## config.mk

```make
export PLATFORM = sky130hd
export DESIGN_NAME = work_pause_cycle_timer_with_watchdog_flat
export DESIGN_NICKNAME = d
export VERILOG_FILES = /design/src/hdl/wpt_pkg.sv /design/src/hdl/wpt_stream_if.sv /design/src/hdl/wpt_watchdog.sv /design/src/hdl/wpt_core.sv /design/src/hdl/work_pause_cycle_timer_with_watchdog.sv /design/src/flat_wrapper.sv
export SDC_FILE = /design/constraint.sdc
export NUM_CORES = 1
export LEC_CHECK = 0
export BUFFER_PORTS_ARGS = -buffer_cell sky130_fd_sc_hd__buf_2
export CORE_MARGIN = 10
export CORE_UTILIZATION = 27
export CTS_CLUSTER_DIAMETER = 60
export CTS_CLUSTER_SIZE = 25
export DETAILED_ROUTE_END_ITERATION = 8
export PLACE_DENSITY = 0.5
export SYNTH_ARGS = -nofsm -noshare
export SYNTH_HDL_FRONTEND = slang
export SYNTH_SLANG_ARGS = --single-unit
export TNS_END_PERCENT = 30
```

## constraint.sdc

```tcl
create_clock -name clk -period 15.6 [get_ports clk]
set_clock_uncertainty 0.15 [all_clocks]
set_input_delay 2.34 -clock clk [delete_from_list [all_inputs] [get_ports clk]]
set_output_delay 2.34 -clock clk [all_outputs]
set_load 0.005 [all_outputs]
```

## src/hdl/wpt_pkg.sv

```systemverilog
// shared types and constants for the work/pause cycle timer
`default_nettype none
package wpt_pkg;

  localparam int CFG_ADDR_W = 3;
  localparam int CFG_DATA_W = 16;
  localparam int TENTH_W    = 4;

  localparam logic [CFG_ADDR_W-1:0] REG_PRO_MODE     = 3'd0;
  localparam logic [CFG_ADDR_W-1:0] REG_CONCENTRATION = 3'd1;
  localparam logic [CFG_ADDR_W-1:0] REG_TIMER_GEAR   = 3'd2;
  localparam logic [CFG_ADDR_W-1:0] REG_CUSTOM_MIN   = 3'd3;
  localparam logic [CFG_ADDR_W-1:0] REG_PRO_WORK     = 3'd4;
  localparam logic [CFG_ADDR_W-1:0] REG_PRO_PAUSE    = 3'd5;

  localparam logic [2:0] GEAR_CONT   = 3'd0;
  localparam logic [2:0] GEAR_2H     = 3'd1;
  localparam logic [2:0] GEAR_4H     = 3'd2;
  localparam logic [2:0] GEAR_8H     = 3'd3;
  localparam logic [2:0] GEAR_CUSTOM = 3'd4;

  localparam logic [1:0] CONC_LOW = 2'd0;
  localparam logic [1:0] CONC_MID = 2'd1;

  localparam logic [10:0] CONT_MINUTES = 11'd1440;
  localparam logic [10:0] GEAR_2H_MIN  = 11'd120;
  localparam logic [10:0] GEAR_4H_MIN  = 11'd240;
  localparam logic [10:0] GEAR_8H_MIN  = 11'd480;

  localparam logic [7:0] WORK_SHORT  = 8'd15;
  localparam logic [7:0] WORK_LONG   = 8'd30;
  localparam logic [7:0] PAUSE_LONG  = 8'd180;
  localparam logic [7:0] PAUSE_SHORT = 8'd90;

  localparam logic [16:0] WD_SLACK = 17'd10;

  typedef enum logic [1:0] {
    PH_STOP  = 2'd0,
    PH_WORK  = 2'd1,
    PH_PAUSE = 2'd2
  } phase_t;

  typedef struct packed {
    logic        pwr_on;
    logic        enable;
    logic        reload_timer;
    logic        second_tick;
    logic        minute_tick;
    logic [16:0] now_sec;
    logic        event_active;
    logic        full_run_ok;
    logic        rtc_fault;
  } wpt_in_t;

  typedef struct packed {
    logic        pump_on;
    logic        motor_drive;
    logic        fan_on;
    phase_t      phase;
    logic [16:0] remaining_sec;
    logic [10:0] minutes_left;
    logic        pump_fault;
    logic        phase_changed;
    logic        timer_report;
  } wpt_out_t;

  typedef struct packed {
    logic                  we;
    logic [CFG_ADDR_W-1:0] addr;
    logic [CFG_DATA_W-1:0] data;
  } wpt_cfg_wr_t;

  typedef struct packed {
    logic               pump_prev;
    logic [TENTH_W-1:0] tenth;
    logic [16:0]        count;
  } wpt_wd_state_t;

endpackage
`default_nettype wire

```

## src/hdl/wpt_stream_if.sv

```systemverilog
// valid/ready channel interface carrying one payload
`default_nettype none
interface wpt_stream_if #(parameter type T = logic) ();
  logic valid;
  logic ready;
  T     data;

  modport source (output valid, output data, input ready);
  modport sink (input valid, input data, output ready);
endinterface
`default_nettype wire

```

## src/hdl/wpt_watchdog.sv

```systemverilog
// pump watchdog: tenth-tick counting and phase overrun check
`default_nettype none
module wpt_watchdog
  import wpt_pkg::*;
#(
  parameter int WORK_LIMIT  = 600,
  parameter int PAUSE_LIMIT = 3600,
  parameter int SUBTICKS    = 10
) (
  input  wire logic          pump_sw,
  input  wire logic [15:0]   work,
  input  wire logic [15:0]   pause,
  input  wire wpt_wd_state_t cur,
  output wpt_wd_state_t      upd,
  output logic               fault
);

  logic [TENTH_W:0] tenth_inc;
  logic [16:0]      lim;
  logic [16:0]      len;
  logic [16:0]      cnt;

  assign tenth_inc = {1'b0, cur.tenth} + {{TENTH_W{1'b0}}, 1'b1};
  assign lim = pump_sw ? 17'(WORK_LIMIT) : 17'(PAUSE_LIMIT);
  assign len = {1'b0, (pump_sw ? work : pause)};

  always_comb begin
    cnt           = cur.count;
    upd.pump_prev = cur.pump_prev;
    upd.tenth     = cur.tenth;
    upd.count     = cur.count;
    fault         = 1'b0;
    if (cur.pump_prev == pump_sw) begin
      upd.tenth = tenth_inc[TENTH_W-1:0];
      if (tenth_inc >= (TENTH_W+1)'(SUBTICKS)) begin
        upd.tenth = '0;
        cnt       = cur.count + 17'd1;
      end
      upd.count = cnt;
      if (cnt >= lim) begin
        upd.count = lim + 17'd1;
        fault     = 1'b1;
      end else if (cnt >= len + WD_SLACK) begin
        upd.count = len + WD_SLACK + 17'd1;
        fault     = 1'b1;
      end
    end else begin
      upd.pump_prev = pump_sw;
      upd.count     = '0;
      upd.tenth     = '0;
    end
  end

endmodule
`default_nettype wire

```

## src/hdl/wpt_core.sv

```systemverilog
// configuration registers, timer state and single-tick update logic
`default_nettype none
module wpt_core
  import wpt_pkg::*;
#(
  parameter int WORK_LIMIT  = 600,
  parameter int PAUSE_LIMIT = 3600,
  parameter int SUBTICKS    = 10
) (
  input  wire logic        clk,
  input  wire logic        rst_n,
  input  wire wpt_cfg_wr_t cfg,
  input  wire logic        step,
  input  wire wpt_in_t     item,
  output wpt_out_t         res
);

  // configuration
  logic        pro_mode_r, pro_mode_nxt;
  logic [1:0]  conc_r, conc_nxt;
  logic [2:0]  gear_r, gear_nxt;
  logic [10:0] custom_r, custom_nxt;
  logic [15:0] pro_work_r, pro_work_nxt;
  logic [15:0] pro_pause_r, pro_pause_nxt;

  // tick state
  logic [7:0]    cycle_r, cycle_nxt;
  logic [10:0]   countdown_r, countdown_nxt;
  logic [2:0]    last_gear_r, last_gear_nxt;
  logic          latch_r, latch_nxt;
  logic [16:0]   start_r, start_nxt;
  logic          start_valid_r, start_valid_nxt;
  logic [31:0]   last_times_r, last_times_nxt;
  wpt_wd_state_t wd_r, wd_nxt;
  logic [16:0]   held_r, held_nxt;
  phase_t        prev_phase_r, prev_phase_nxt;
  logic [1:0]    prev_conc_r, prev_conc_nxt;
  logic          pump_r, pump_nxt;
  logic          fan_r, fan_nxt;
  logic          fault_r, fault_nxt;

  logic          latch_a;
  logic          en;
  logic [2:0]    gear_step;
  logic [10:0]   cd_a;
  logic [7:0]    cc_a;
  logic [7:0]    cc_inc;
  logic [7:0]    work8;
  logic [7:0]    pause8;
  logic [7:0]    total8;
  logic [16:0]   sa;
  logic [17:0]   end_w;
  logic [18:0]   end_p;
  logic [31:0]   times;
  phase_t        phase;
  logic          pchg;
  logic          rep;
  logic          wd_run;
  logic [15:0]   wd_work;
  logic [15:0]   wd_pause;
  logic [16:0]   wd_cnt_in;
  wpt_wd_state_t wd_cur;
  wpt_wd_state_t wd_upd;
  logic          wd_fault;

  assign work8  = (conc_r == CONC_LOW) ? WORK_SHORT : WORK_LONG;
  assign pause8 = (conc_r == CONC_LOW || conc_r == CONC_MID) ? PAUSE_LONG : PAUSE_SHORT;
  assign total8 = work8 + pause8;
  assign sa     = start_valid_r ? start_r : item.now_sec;
  assign end_w  = {1'b0, sa} + {2'b0, pro_work_r};
  assign end_p  = {1'b0, end_w} + {3'b0, pro_pause_r};
  assign times  = {pro_pause_r, pro_work_r};
  assign cc_inc = cc_a + 8'd1;

  always_comb begin
    latch_a         = item.enable ? latch_r : 1'b0;
    latch_nxt       = latch_a;
    en              = item.enable & ~latch_a;
    gear_step       = gear_r;
    cd_a            = countdown_r;
    cc_a            = cycle_r;
    cycle_nxt       = cycle_r;
    last_gear_nxt   = last_gear_r;
    start_nxt       = start_r;
    start_valid_nxt = start_valid_r;
    last_times_nxt  = last_times_r;
    held_nxt        = held_r;
    prev_phase_nxt  = prev_phase_r;
    prev_conc_nxt   = prev_conc_r;
    pump_nxt        = pump_r;
    fan_nxt         = fan_r;
    phase           = prev_phase_r;
    pchg            = 1'b0;
    rep             = 1'b0;
    wd_run          = 1'b0;
    wd_work         = '0;
    wd_pause        = '0;
    wd_cnt_in       = wd_r.count;
    if (item.pwr_on) begin
      if (!pro_mode_r) begin
        start_valid_nxt = 1'b0;
        if (!en) begin
          pump_nxt = 1'b0;
          fan_nxt  = 1'b0;
          cc_a     = '0;
          cd_a     = '0;
        end else if (gear_r == GEAR_CONT) begin
          cd_a = CONT_MINUTES;
        end else begin
          if (gear_r != last_gear_r || item.reload_timer) begin
            last_gear_nxt = gear_r;
            case (gear_r)
              GEAR_2H:     cd_a = GEAR_2H_MIN;
              GEAR_4H:     cd_a = GEAR_4H_MIN;
              GEAR_8H:     cd_a = GEAR_8H_MIN;
              GEAR_CUSTOM: cd_a = custom_r;
              default:     cd_a = countdown_r;
            endcase
          end
          if (item.minute_tick) begin
            rep = 1'b1;
            if (cd_a != '0) begin
              cd_a = cd_a - 11'd1;
            end else begin
              gear_step = GEAR_CONT;
              latch_nxt = 1'b1;
            end
          end
        end
        cycle_nxt = cc_a;
        if (cd_a != '0) begin
          if (cc_a < work8) begin
            pump_nxt = 1'b1;
            phase    = PH_WORK;
            held_nxt = {9'b0, 8'(work8 - cc_a)};
          end else begin
            pump_nxt = 1'b0;
            phase    = PH_PAUSE;
            held_nxt = (cc_a < total8) ? {9'b0, 8'(total8 - cc_a)} : '0;
          end
          if (item.second_tick) begin
            cycle_nxt = (cc_inc >= total8) ? '0 : cc_inc;
          end
          wd_run   = 1'b1;
          wd_work  = {8'b0, work8};
          wd_pause = {8'b0, pause8};
        end
      end else begin
        gear_step = GEAR_CONT;
        cycle_nxt = '0;
        if (!en || !item.full_run_ok || !item.event_active) begin
          pump_nxt        = 1'b0;
          fan_nxt         = 1'b0;
          start_valid_nxt = 1'b0;
          phase           = PH_STOP;
        end else begin
          start_valid_nxt = 1'b1;
          start_nxt       = sa;
          phase           = PH_PAUSE;
          if (!start_valid_r) begin
            wd_cnt_in = '0;
          end
          if (item.now_sec < sa) begin
            start_nxt = item.now_sec;
          end else if ({1'b0, item.now_sec} < end_w) begin
            held_nxt = 17'(end_w - {1'b0, item.now_sec});
            phase    = PH_WORK;
          end else if ({2'b0, item.now_sec} < end_p) begin
            held_nxt = 17'(end_p - {2'b0, item.now_sec});
          end else begin
            start_nxt = item.now_sec;
          end
          pump_nxt = (phase == PH_WORK);
          fan_nxt  = (phase == PH_WORK);
          if (times != last_times_r) begin
            last_times_nxt = times;
            wd_cnt_in      = '0;
          end
          wd_run   = 1'b1;
          wd_work  = pro_work_r;
          wd_pause = pro_pause_r;
        end
      end
      if (phase != prev_phase_r) begin
        prev_phase_nxt = phase;
        pchg           = 1'b1;
      end
      if (conc_r != prev_conc_r) begin
        prev_conc_nxt = conc_r;
        rep           = 1'b1;
      end
    end else begin
      pump_nxt        = 1'b0;
      fan_nxt         = 1'b0;
      start_valid_nxt = 1'b0;
    end
  end

  assign countdown_nxt = cd_a;

  assign wd_cur.pump_prev = wd_r.pump_prev;
  assign wd_cur.tenth     = wd_r.tenth;
  assign wd_cur.count     = wd_cnt_in;

  wpt_watchdog #(
    .WORK_LIMIT  (WORK_LIMIT),
    .PAUSE_LIMIT (PAUSE_LIMIT),
    .SUBTICKS    (SUBTICKS)
  ) u_watchdog (
    .pump_sw (pump_nxt),
    .work    (wd_work),
    .pause   (wd_pause),
    .cur     (wd_cur),
    .upd     (wd_upd),
    .fault   (wd_fault)
  );

  assign wd_nxt    = wd_run ? wd_upd : wd_r;
  assign fault_nxt = wd_run ? wd_fault : fault_r;

  // config writes are to happen only while idle, never meeting a step; the block does not enforce it
  always_comb begin
    pro_mode_nxt  = pro_mode_r;
    conc_nxt      = conc_r;
    gear_nxt      = step ? gear_step : gear_r;
    custom_nxt    = custom_r;
    pro_work_nxt  = pro_work_r;
    pro_pause_nxt = pro_pause_r;
    if (cfg.we) begin
      case (cfg.addr)
        REG_PRO_MODE:      pro_mode_nxt  = cfg.data[0];
        REG_CONCENTRATION: conc_nxt      = cfg.data[1:0];
        REG_TIMER_GEAR:    gear_nxt      = cfg.data[2:0];
        REG_CUSTOM_MIN:    custom_nxt    = cfg.data[10:0];
        REG_PRO_WORK:      pro_work_nxt  = cfg.data;
        REG_PRO_PAUSE:     pro_pause_nxt = cfg.data;
        default:           ;
      endcase
    end
  end

  always_ff @(posedge clk) begin
    if (!rst_n) begin
      pro_mode_r  <= 1'b1;
      conc_r      <= '0;
      gear_r      <= GEAR_CONT;
      custom_r    <= '0;
      pro_work_r  <= '0;
      pro_pause_r <= '0;
    end else begin
      pro_mode_r  <= pro_mode_nxt;
      conc_r      <= conc_nxt;
      gear_r      <= gear_nxt;
      custom_r    <= custom_nxt;
      pro_work_r  <= pro_work_nxt;
      pro_pause_r <= pro_pause_nxt;
    end
  end

  always_ff @(posedge clk) begin
    if (!rst_n) begin
      cycle_r       <= '0;
      countdown_r   <= '0;
      last_gear_r   <= '0;
      latch_r       <= 1'b0;
      start_r       <= '0;
      start_valid_r <= 1'b0;
      last_times_r  <= '0;
      wd_r          <= '0;
      held_r        <= '0;
      prev_phase_r  <= PH_STOP;
      prev_conc_r   <= '0;
      pump_r        <= 1'b0;
      fan_r         <= 1'b0;
      fault_r       <= 1'b0;
    end else if (step) begin
      cycle_r       <= cycle_nxt;
      countdown_r   <= countdown_nxt;
      last_gear_r   <= last_gear_nxt;
      latch_r       <= latch_nxt;
      start_r       <= start_nxt;
      start_valid_r <= start_valid_nxt;
      last_times_r  <= last_times_nxt;
      wd_r          <= wd_nxt;
      held_r        <= held_nxt;
      prev_phase_r  <= prev_phase_nxt;
      prev_conc_r   <= prev_conc_nxt;
      pump_r        <= pump_nxt;
      fan_r         <= fan_nxt;
      fault_r       <= fault_nxt;
    end
  end

  always_comb begin
    res.pump_on       = pump_nxt;
    res.motor_drive   = pump_nxt & ~fault_nxt & ~item.rtc_fault;
    res.fan_on        = fan_nxt;
    res.phase         = phase;
    res.remaining_sec = held_nxt;
    res.minutes_left  = cd_a;
    res.pump_fault    = fault_nxt;
    res.phase_changed = pchg;
    res.timer_report  = rep;
  end

endmodule
`default_nettype wire

```

## src/hdl/work_pause_cycle_timer_with_watchdog.sv

```systemverilog
// Work/pause pump cycle timer with minute countdown and pump watchdog.
// Each input transaction is one control tick and produces exactly one result
// transaction. A tick lands in an input register, the whole state update runs
// in one pass of shallow logic into the result register, so the block takes
// one tick per clock while the sink keeps ready high, and a result is offered
// from the result register once its tick has left the input register. While
// a finished result waits for the sink the input register holds at most one
// more tick and input ready then stays low until the sink takes the result.
// Configuration writes take effect on the next clock and are expected only
// while no tick is in flight. In professional mode and on countdown expiry
// the block itself returns the timer gear register to continuous.
`default_nettype none
module work_pause_cycle_timer_with_watchdog
  import wpt_pkg::*;
#(
  parameter int WORK_LIMIT  = 600,
  parameter int PAUSE_LIMIT = 3600,
  parameter int SUBTICKS    = 10
) (
  input  wire logic                  clk,
  input  wire logic                  rst_n,
  wpt_stream_if.sink                 in_ch,
  wpt_stream_if.source               out_ch,
  input  wire logic                  cfg_we,
  input  wire logic [CFG_ADDR_W-1:0] cfg_addr,
  input  wire logic [CFG_DATA_W-1:0] cfg_wdata
);

  wpt_in_t     in_r, in_nxt;
  logic        in_v_r, in_v_nxt;
  wpt_out_t    out_r, out_nxt;
  logic        out_v_r, out_v_nxt;
  logic        advance;
  logic        in_take;
  wpt_cfg_wr_t cfg;
  wpt_out_t    res;

  assign advance      = in_v_r & (~out_v_r | out_ch.ready);
  assign in_ch.ready  = ~in_v_r | advance;
  assign in_take      = in_ch.valid & in_ch.ready;
  assign out_ch.valid = out_v_r;
  assign out_ch.data  = out_r;

  assign cfg.we   = cfg_we;
  assign cfg.addr = cfg_addr;
  assign cfg.data = cfg_wdata;

  wpt_core #(
    .WORK_LIMIT  (WORK_LIMIT),
    .PAUSE_LIMIT (PAUSE_LIMIT),
    .SUBTICKS    (SUBTICKS)
  ) u_core (
    .clk   (clk),
    .rst_n (rst_n),
    .cfg   (cfg),
    .step  (advance),
    .item  (in_r),
    .res   (res)
  );

  always_comb begin
    in_nxt    = in_take ? in_ch.data : in_r;
    in_v_nxt  = in_take ? 1'b1 : (advance ? 1'b0 : in_v_r);
    out_nxt   = advance ? res : out_r;
    out_v_nxt = advance ? 1'b1 : (out_ch.ready ? 1'b0 : out_v_r);
  end

  always_ff @(posedge clk) begin
    if (!rst_n) begin
      in_v_r  <= 1'b0;
      out_v_r <= 1'b0;
    end else begin
      in_v_r  <= in_v_nxt;
      out_v_r <= out_v_nxt;
    end
  end

  always_ff @(posedge clk) begin
    in_r  <= in_nxt;
    out_r <= out_nxt;
  end

  a_motor_needs_pump: assert property (@(posedge clk) disable iff (!rst_n)
    out_v_r |-> (!out_r.motor_drive || out_r.pump_on))
    else $error("motor drive without pump request");

  a_fault_blocks_motor: assert property (@(posedge clk) disable iff (!rst_n)
    out_v_r && out_r.pump_fault |-> !out_r.motor_drive)
    else $error("motor driven while pump fault is set");

  a_stalled_tick_kept: assert property (@(posedge clk) disable iff (!rst_n)
    in_v_r && !advance |=> in_v_r && $stable(in_r))
    else $error("stalled tick lost from input register");

  a_step_gives_result: assert property (@(posedge clk) disable iff (!rst_n)
    advance |=> out_v_r)
    else $error("processed tick produced no result");

endmodule
`default_nettype wire

```

## src/flat_wrapper.sv

```systemverilog
// flat-port wrapper written by rule: the top's interface ports become plain ports
module work_pause_cycle_timer_with_watchdog_flat import wpt_pkg::*;
#(
  parameter int WORK_LIMIT  = 600,
  parameter int PAUSE_LIMIT = 3600,
  parameter int SUBTICKS    = 10
)
  (clk, rst_n, cfg_we, cfg_addr, cfg_wdata, in_ch_valid, in_ch_data, in_ch_ready, out_ch_valid, out_ch_data, out_ch_ready);
  wpt_stream_if #(.T(wpt_in_t)) in_ch_i ();
  wpt_stream_if #(.T(wpt_out_t)) out_ch_i ();
  input  wire logic clk;
  input  wire logic rst_n;
  input  wire logic cfg_we;
  input  wire logic [CFG_ADDR_W-1:0] cfg_addr;
  input  wire logic [CFG_DATA_W-1:0] cfg_wdata;
  input wire logic [$bits(in_ch_i.valid)-1:0] in_ch_valid;
  input wire logic [$bits(in_ch_i.data)-1:0] in_ch_data;
  output wire logic [$bits(in_ch_i.ready)-1:0] in_ch_ready;
  output wire logic [$bits(out_ch_i.valid)-1:0] out_ch_valid;
  output wire logic [$bits(out_ch_i.data)-1:0] out_ch_data;
  input wire logic [$bits(out_ch_i.ready)-1:0] out_ch_ready;
  assign in_ch_i.valid = in_ch_valid;
  assign in_ch_i.data = in_ch_data;
  assign in_ch_ready = in_ch_i.ready;
  assign out_ch_valid = out_ch_i.valid;
  assign out_ch_data = out_ch_i.data;
  assign out_ch_i.ready = out_ch_ready;
  work_pause_cycle_timer_with_watchdog #(.WORK_LIMIT(WORK_LIMIT), .PAUSE_LIMIT(PAUSE_LIMIT), .SUBTICKS(SUBTICKS)) u_core (.clk(clk), .rst_n(rst_n), .in_ch(in_ch_i), .out_ch(out_ch_i), .cfg_we(cfg_we), .cfg_addr(cfg_addr), .cfg_wdata(cfg_wdata));
endmodule
```

==> run_results.csv, run 1 <==
group,metric,value,unit
logic_synthesis,synth-edff-count,61,
layout,fin_nets,2444,
logic_synthesis,ys.flop_type,"dfxtp_1",
timing,setup_viol_count_final,0,
clock_network,cts_buffers,28,
timing,relSlewSlack,0.285,
die,num_rows,93,
run,drv_cap,0,
clock_network,cts_max_path_buffers,3,
clock_network,cts_resized,0,
die,design.core.area,64500,um2
critical_path,worst-path-buf-inv,4,
power_and_ir_drop,powerDensity,82.2,nW/um2
critical_path,crit_family,"compound AO/OA/AOI/OAI gates",
die,start_util,0.273,
logic_synthesis,synth_compound_area_frac,0.231,
logic_synthesis,synth_area_leaders,"dfxtp_1 (19%), ha_1 (11%), edfxtp_1 (10%), nand2_1 (5.9%), a21oi_1 (5.7%)",
power_and_ir_drop,leakagePower,8.03,nW
timing,min_period,11.05,ns
logic_synthesis,synthMostInstantiatedCell,"nand2_1",
critical_path,cp_slowest_cell,"a2111oi_0",
logic_synthesis,synth_fa_ha_area_frac,0.117,
clock_network,cts_tree,"yes",
clock_network,htreeDepth,1,
logic_synthesis,synthMuxAreaShare,0.0354,
route,drc,0,
route,wl,60.7,mm
timing,worst_pin_slew,1.07,ns
timing,fin_crit_sh,0.708,
critical_path,cp-start-kind,"flip-flop",
logic_synthesis,synth_seq_cells,231,
grt,grt_antenna_before_repair,5,
timing,fin_setup_tns,0,ns
die,fp.dieH,275,um
clock_network,cts_sinks,231,
critical_path,cp.required,15.77,ns
timing,hold_viol_final,0,
clock_network,post-cts-setup-buffer-count,0,
logic_synthesis,syn_area,17600,um2
critical_path,timing.rr.end,"u_core.out_ch.data[34]$_DFFE_PP_",
critical_path,ff2ff_setup_slack,4.55,ns
logic_synthesis,synth_xor_area_frac,0.0707,
grt,grt_usage,0.157,
hold_path,worstHoldStart,"u_core.u_core.custom_r[0]$_SDFFE_PN0P_",
place,numPortBuffers,86,
logic_synthesis,avgSynthCellArea,8.02,um2
hold_path,hold_class,"reg -> reg",
die,pin_count,87,
place,dp_hpwl,46.5,mm
logic_synthesis,synthDistinctLibCells,93,
critical_path,ff2ff_path_depth,43,
hold_path,min_to,"u_core.u_core.custom_r[0]$_SDFFE_PN0P_",
timing,drv_slew,0,
critical_path,crit_top_cell,"a21oi_1",
timing,rsz0062_at_grt,"no",
route,first_pass_iters,6,
logic_synthesis,synthSimpleGateAreaFrac,0.194,
die,dieArea,75700,um2
layout,drive_above_1_share,0.0895,
critical_path,worst_setup_path_end_kind,"flip-flop",
outcome,status,"complete, no violations",
route,vias_per_cell,5.19,
die,die_x,275,um
grt,grt_pass1_wl,94.1,mm
clock_network,ctsHoldBuffers,0,
route,antenna_left,0,
critical_path,rr_startpoint,"u_core.in_r[4]$_DFFE_PP_",
critical_path,crit_fanout,28,
layout,area_growth,12.9,%
critical_path,cp.arrival,11.22,ns
logic_synthesis,syn_inst,2190,
grt,grt_start_max_net_pins,82,
route,drt_iter0_drc,1196,
grt,grt_pass1_vias,15900,
logic_synthesis,synth_warnings,0,
timing,max_freq,90.5,MHz
clock_network,cts_root_buf,"clkbuf_16",
logic_synthesis,synth_largest_area_cell,"dfxtp_1",
hold_path,hold_depth,2,
critical_path,critPathKind,"reg -> reg",
logic_synthesis,synth.yosys.seq_area_share,0.298,
logic_synthesis,synth.top_cell.area_share,0.194,
place,placed_area,18900,um2
place,gp_congestion,0.904,
clock_network,clock_latency,0.59,ns
logic_synthesis,synth_nets,2400,
critical_path,slowest_delay,0.56,ns
layout,fin_area,19800,um2
route,vias,16200,
logic_synthesis,synthTopCellsByCount,"nand2_1 (275), a21oi_1 (199), nor2_1 (186)",
logic_synthesis,synthArstFlopShare,0,
power_and_ir_drop,peakVddDrop,0.0000728,V
grt,gr-total-overflow,0,
clock_network,clkTransAtPathRegs,0.07,ns
logic_synthesis,synth_top_family_by_area,"compound AO/OA/AOI/OAI gates",
route,wire_per_inst,19.5,um
[how the worst max path moves through the flow]
stage,from,endpoint,depth (start not counted)
after floorplan,u_core.u_core.start_valid_r$_SDFFE_PN0P_,u_core.out_ch.data[34]$_DFFE_PP_,46
after global placement,u_core.in_r[4]$_DFFE_PP_,u_core.out_ch.data[34]$_DFFE_PP_,43
after detailed placement,u_core.in_r[4]$_DFFE_PP_,u_core.out_ch.data[34]$_DFFE_PP_,43
after CTS,u_core.in_r[4]$_DFFE_PP_,u_core.out_ch.data[34]$_DFFE_PP_,44
after global routing,u_core.u_core.start_valid_r$_SDFFE_PN0P_,u_core.out_ch.data[34]$_DFFE_PP_,42
final,u_core.in_r[4]$_DFFE_PP_,u_core.out_ch.data[34]$_DFFE_PP_,43
[tightest hold or removal path, cell delays in order (launching register included)]
cell	delay (ns)
dfxtp_1	0.31
nand2_1	0.05
a21oi_1	0.05
[cells by family after synthesis]
group | after synthesis
XOR/XNOR | 141
AO/OA/AOI/OAI | 623
multiplexers | 61
buffers and inverters | 243
adder cells (fa/ha/maj) | 161
flip-flops | 231
AND/OR/NAND/NOR | 730
[registers in the layout (all words and copies together), names as in the netlist, 3 cells and up]
name / count
u_core.u_core.countdown_r: 11
u_core.u_core.pro_pause_r: 16
u_core.in_r: 25
u_core.u_core.gear_r: 3
u_core.u_core.last_gear_r: 3
u_core.u_core.cycle_r: 8
u_core.u_core.custom_r: 11
u_core.u_core.wd_r: 17
u_core.u_core.wd_cur: 5
u_core.u_core.last_times_r: 32
u_core.u_core.pro_work_r: 16
u_core.u_core.held_r: 17
u_core.out_ch.data: 36
u_core.u_core.start_r: 17
[where the power goes]
part	switching, mW	leakage, nW	internal, mW	total [mW]
sequential	0.0162	1.96	0.628	0.644
clock	0.324	0.481	0.366	0.690
combinational	0.190	5.59	0.106	0.295
[cells in the final DEF (no fill, tap or decap), types with 33 or more instances in the layout]
| master | instances |
|---|---|
| o21a_1 | 33 |
| a21oi_1 | 199 |
| inv_1 | 147 |
| nor2_1 | 186 |
| buf_2 | 86 |
| nand2_1 | 274 |
| xnor2_1 | 104 |
| o21ai_0 | 140 |
| dfxtp_1 | 170 |
| xor2_1 | 36 |
| ha_1 | 156 |
| mux2i_1 | 54 |
| edfxtp_1 | 61 |
| a21o_1 | 41 |
| nand3_1 | 62 |
[cell type report]
type | count | area [um2]
inverter | 151 | 569
sequential | 231 | 5240
clock buffer | 30 | 739
tap | 855 | 1070
multi-input combinational | 1716 | 11400
timing repair buffer | 106 | 581
antenna | 2 | 5.00
fill | 6930 | 44600
clock inverter | 22 | 241
[routing by layer]
| layer | up-vias | GRT usage | wire length, um |
|---|---|---|---|
| met5 | - | 0 | 27 |
| met4 | 4 | 0.0390 | 1460 |
| met3 | 93 | 0.0240 | 2920 |
| met2 | 373 | 0.268 | 28700 |
| met1 | 7781 | 0.203 | 27600 |
| li1 | 7900 | - | - |
[metrics by stage]
step | hold WS (ns) | utilization | cells | setup slack, ns | power, mW
final | 0.305 | 0.308 | 3113 | 4.55 | 1.63
after global placement | 0.292 | 0.292 | 3059 | 4.90 | 0.949
after detailed placement | 0.295 | 0.292 | 3059 | 4.62 | 0.951
after CTS | 0.305 | 0.308 | 3111 | 4.60 | 1.65
after global routing | 0.319 | 0.308 | 3113 | 3.39 | 1.70
after floorplan | 0.282 | - | 2190 | 5.93 | 0.852
(Power assumes the default switching activity.)
==> run 2, diff against run 1 <==
clock period = 11.3 ns   (was 15.6 ns; I/O delays follow)
==> run 2 against run 1 <==
  * Critical path depth rose by 1
  * Non-clock buffer count rose by 3
  * Via count rose by 0.61%
  * Final cell count barely moved
  * Largest power group unchanged
  * Highest routed layer unchanged
==> run_results.csv, run 2 (synthesis gave the netlist of run 1 again) <==
group,metric,value,unit
outcome,status,"complete, no violations",
grt,grt_pass1_vias,16000,
die,die_x,275,um
place,gp_congestion,0.886,
critical_path,cp.arrival,10.71,ns
hold_path,hold_class,"reg -> reg",
critical_path,worst_setup_path_end_kind,"flip-flop",
timing,setup_viol_count_final,0,
grt,grt_pass1_wl,93.2,mm
die,design.core.area,64500,um2
timing,fin_crit_sh,0.916,
die,dieArea,75700,um2
timing,drv_slew,0,
critical_path,cp-start-kind,"flip-flop",
power_and_ir_drop,p_int,1.60,mW
critical_path,cp_slowest_cell,"a2111oi_1",
critical_path,slowest_delay,0.52,ns
route,drt_iter0_drc,1124,
power_and_ir_drop,leakagePower,8.09,nW
power_and_ir_drop,power.total,2.32,mW
clock_network,clock_latency,0.60,ns
layout,final_cell_mix,"nand2_1 (274), a21oi_1 (198), nor2_1 (185)",
critical_path,crit_top_cell,"a21oi_1",
power_and_ir_drop,peakVddDrop,0.0000987,V
timing,hold_viol_final,0,
die,start_util,0.273,
route,first_pass_iters,5,
timing,fin_setup_tns,0,ns
clock_network,cts_buffers,28,
timing,min_period,10.35,ns
place,dp_hpwl,46.4,mm
critical_path,rr_startpoint,"u_core.u_core.start_valid_r$_SDFFE_PN0P_",
die,num_rows,93,
timing,relSlewSlack,0.318,
route,antenna_left,0,
power_and_ir_drop,powerDensity,116,nW/um2
critical_path,critPathKind,"reg -> reg",
critical_path,cp.required,11.67,ns
timing,worst_pin_slew,1.02,ns
route,vias,16200,
critical_path,crit_fanout,32,
clock_network,cts_max_path_buffers,3,
die,pin_count,87,
grt,grt_antenna_before_repair,4,
place,pre_cts_ws,0.526,ns
route,vias_per_cell,5.21,
critical_path,worst-path-buf-inv,3,
clock_network,htreeDepth,1,
route,drc,0,
power_and_ir_drop,pwr-share-comb,0.178,
critical_path,timing.rr.end,"u_core.u_core.wd_r[0]$_SDFFE_PN0P_",
timing,max_freq,96.6,MHz
timing,fin_ws,0.953,ns
layout,final_common_cell,"nand2_1",
hold_path,min_to,"u_core.u_core.custom_r[1]$_SDFFE_PN0P_",
clock_network,cts_sinks,231,
hold_path,hold_depth,2,
run,drv_cap,0,
route,wl,60.6,mm
clock_network,cts_root_buf,"clkbuf_16",
route,wire_per_inst,19.4,um
layout,largest_register_ffs,36,
place,numPortBuffers,86,
layout,fin_nets,2447,
grt,gr-total-overflow,0,
timing,rsz0062_at_grt,"no",
hold_path,worstHoldStart,"u_core.u_core.custom_r[1]$_SDFFE_PN0P_",
clock_network,clkTransAtPathRegs,0.07,ns
clock_network,cts_tree,"yes",
power_and_ir_drop,p_clk_frac,0.438,
power_and_ir_drop,seqPwrFrac,0.384,
die,fp.dieH,275,um
grt,grt_start_max_net_pins,87,
power_and_ir_drop,power.switching,0.721,mW
power_and_ir_drop,p_sw_frac,0.311,
critical_path,crit_family,"compound AO/OA/AOI/OAI gates",
layout,drive_above_1_share,0.0925,
grt,grt_usage,0.155,
layout,area_growth,13.6,%
critical_path,ff2ff_path_depth,44,
critical_path,ff2ff_setup_slack,0.95,ns
==> run 2: worst max-delay path by stage <==
stage	cells past startpoint	to	startpoint	slack, ns
floorplan	46	u_core.out_ch.data[34]$_DFFE_PP_	u_core.u_core.start_valid_r$_SDFFE_PN0P_	1.63
global placement	44	u_core.out_ch.data[34]$_DFFE_PP_	u_core.u_core.start_valid_r$_SDFFE_PN0P_	0.87
detailed placement	44	u_core.out_ch.data[34]$_DFFE_PP_	u_core.u_core.start_valid_r$_SDFFE_PN0P_	0.53
CTS	44	u_core.out_ch.data[34]$_DFFE_PP_	u_core.u_core.start_valid_r$_SDFFE_PN0P_	0.51
global route	44	u_core.u_core.wd_r[0]$_SDFFE_PN0P_	u_core.u_core.start_valid_r$_SDFFE_PN0P_	0.07
finish	44	u_core.u_core.wd_r[0]$_SDFFE_PN0P_	u_core.u_core.start_valid_r$_SDFFE_PN0P_	0.95
==> run 2: metal layers <==
layer	routed length, um	GRT usage	vias to the layer above	part of all wire
met4	1870	0.0490	2	0.031
met2	28200	0.260	414	0.47
met3	3160	0.0223	96	0.052
met5	13	0	-	0.00021
met1	27300	0.202	7838	0.45
li1	-	-	7899	-
==> run 2: layout make-up <==
class	count	area, um2
Clock buffer	33	771
Timing Repair Buffer	109	603
Inverter	151	571
Sequential cell	231	5240
Clock inverter	19	287
Fill cell	6842	44500
Antenna cell	2	5.00
Tap cell	855	1070
Multi-Input combinational cell	1716	11400
==> run 2: worst min-delay path: cells and delay by family (launching register included) <==
kind,cells,cell delay [ns]
AO/OA/AOI/OAI,1,0.05
flip-flops,1,0.31
AND/OR/NAND/NOR,1,0.05
==> run 2: what timing repair did <==
item | in CTS | in global routing
hold buffers | 0 | 0
endpoints found under the setup margin | 0 | 20
setup buffers | 0 | 0
resized for setup | 0 | 8
==> run 2: power by group through the flow <==
stage | sequential [mW] | combinational (mW) | clock [mW]
final | 0.889 | 0.412 | 1.02
after global routing | 0.891 | 0.455 | 1.08
after CTS | 0.889 | 0.411 | 1.05
after detailed placement | 0.908 | 0.408 | 0
after global placement | 0.907 | 0.404 | 0
after floorplan | 0.898 | 0.278 | 0
==> run 2: metrics by stage <==
step / instances / hold WS (ns) / area, um2 / utilization
5_1_grt: 3116 / 0.333 / 20000 / 0.310
3_5_place_dp: 3062 / 0.295 / 18900 / 0.293
3_3_place_gp: 3062 / 0.291 / 18900 / 0.293
6_report: 3116 / 0.304 / 20000 / 0.310
4_1_cts: 3114 / 0.304 / 19900 / 0.309
2_1_floorplan: 2190 / 0.282 / 17600 / -
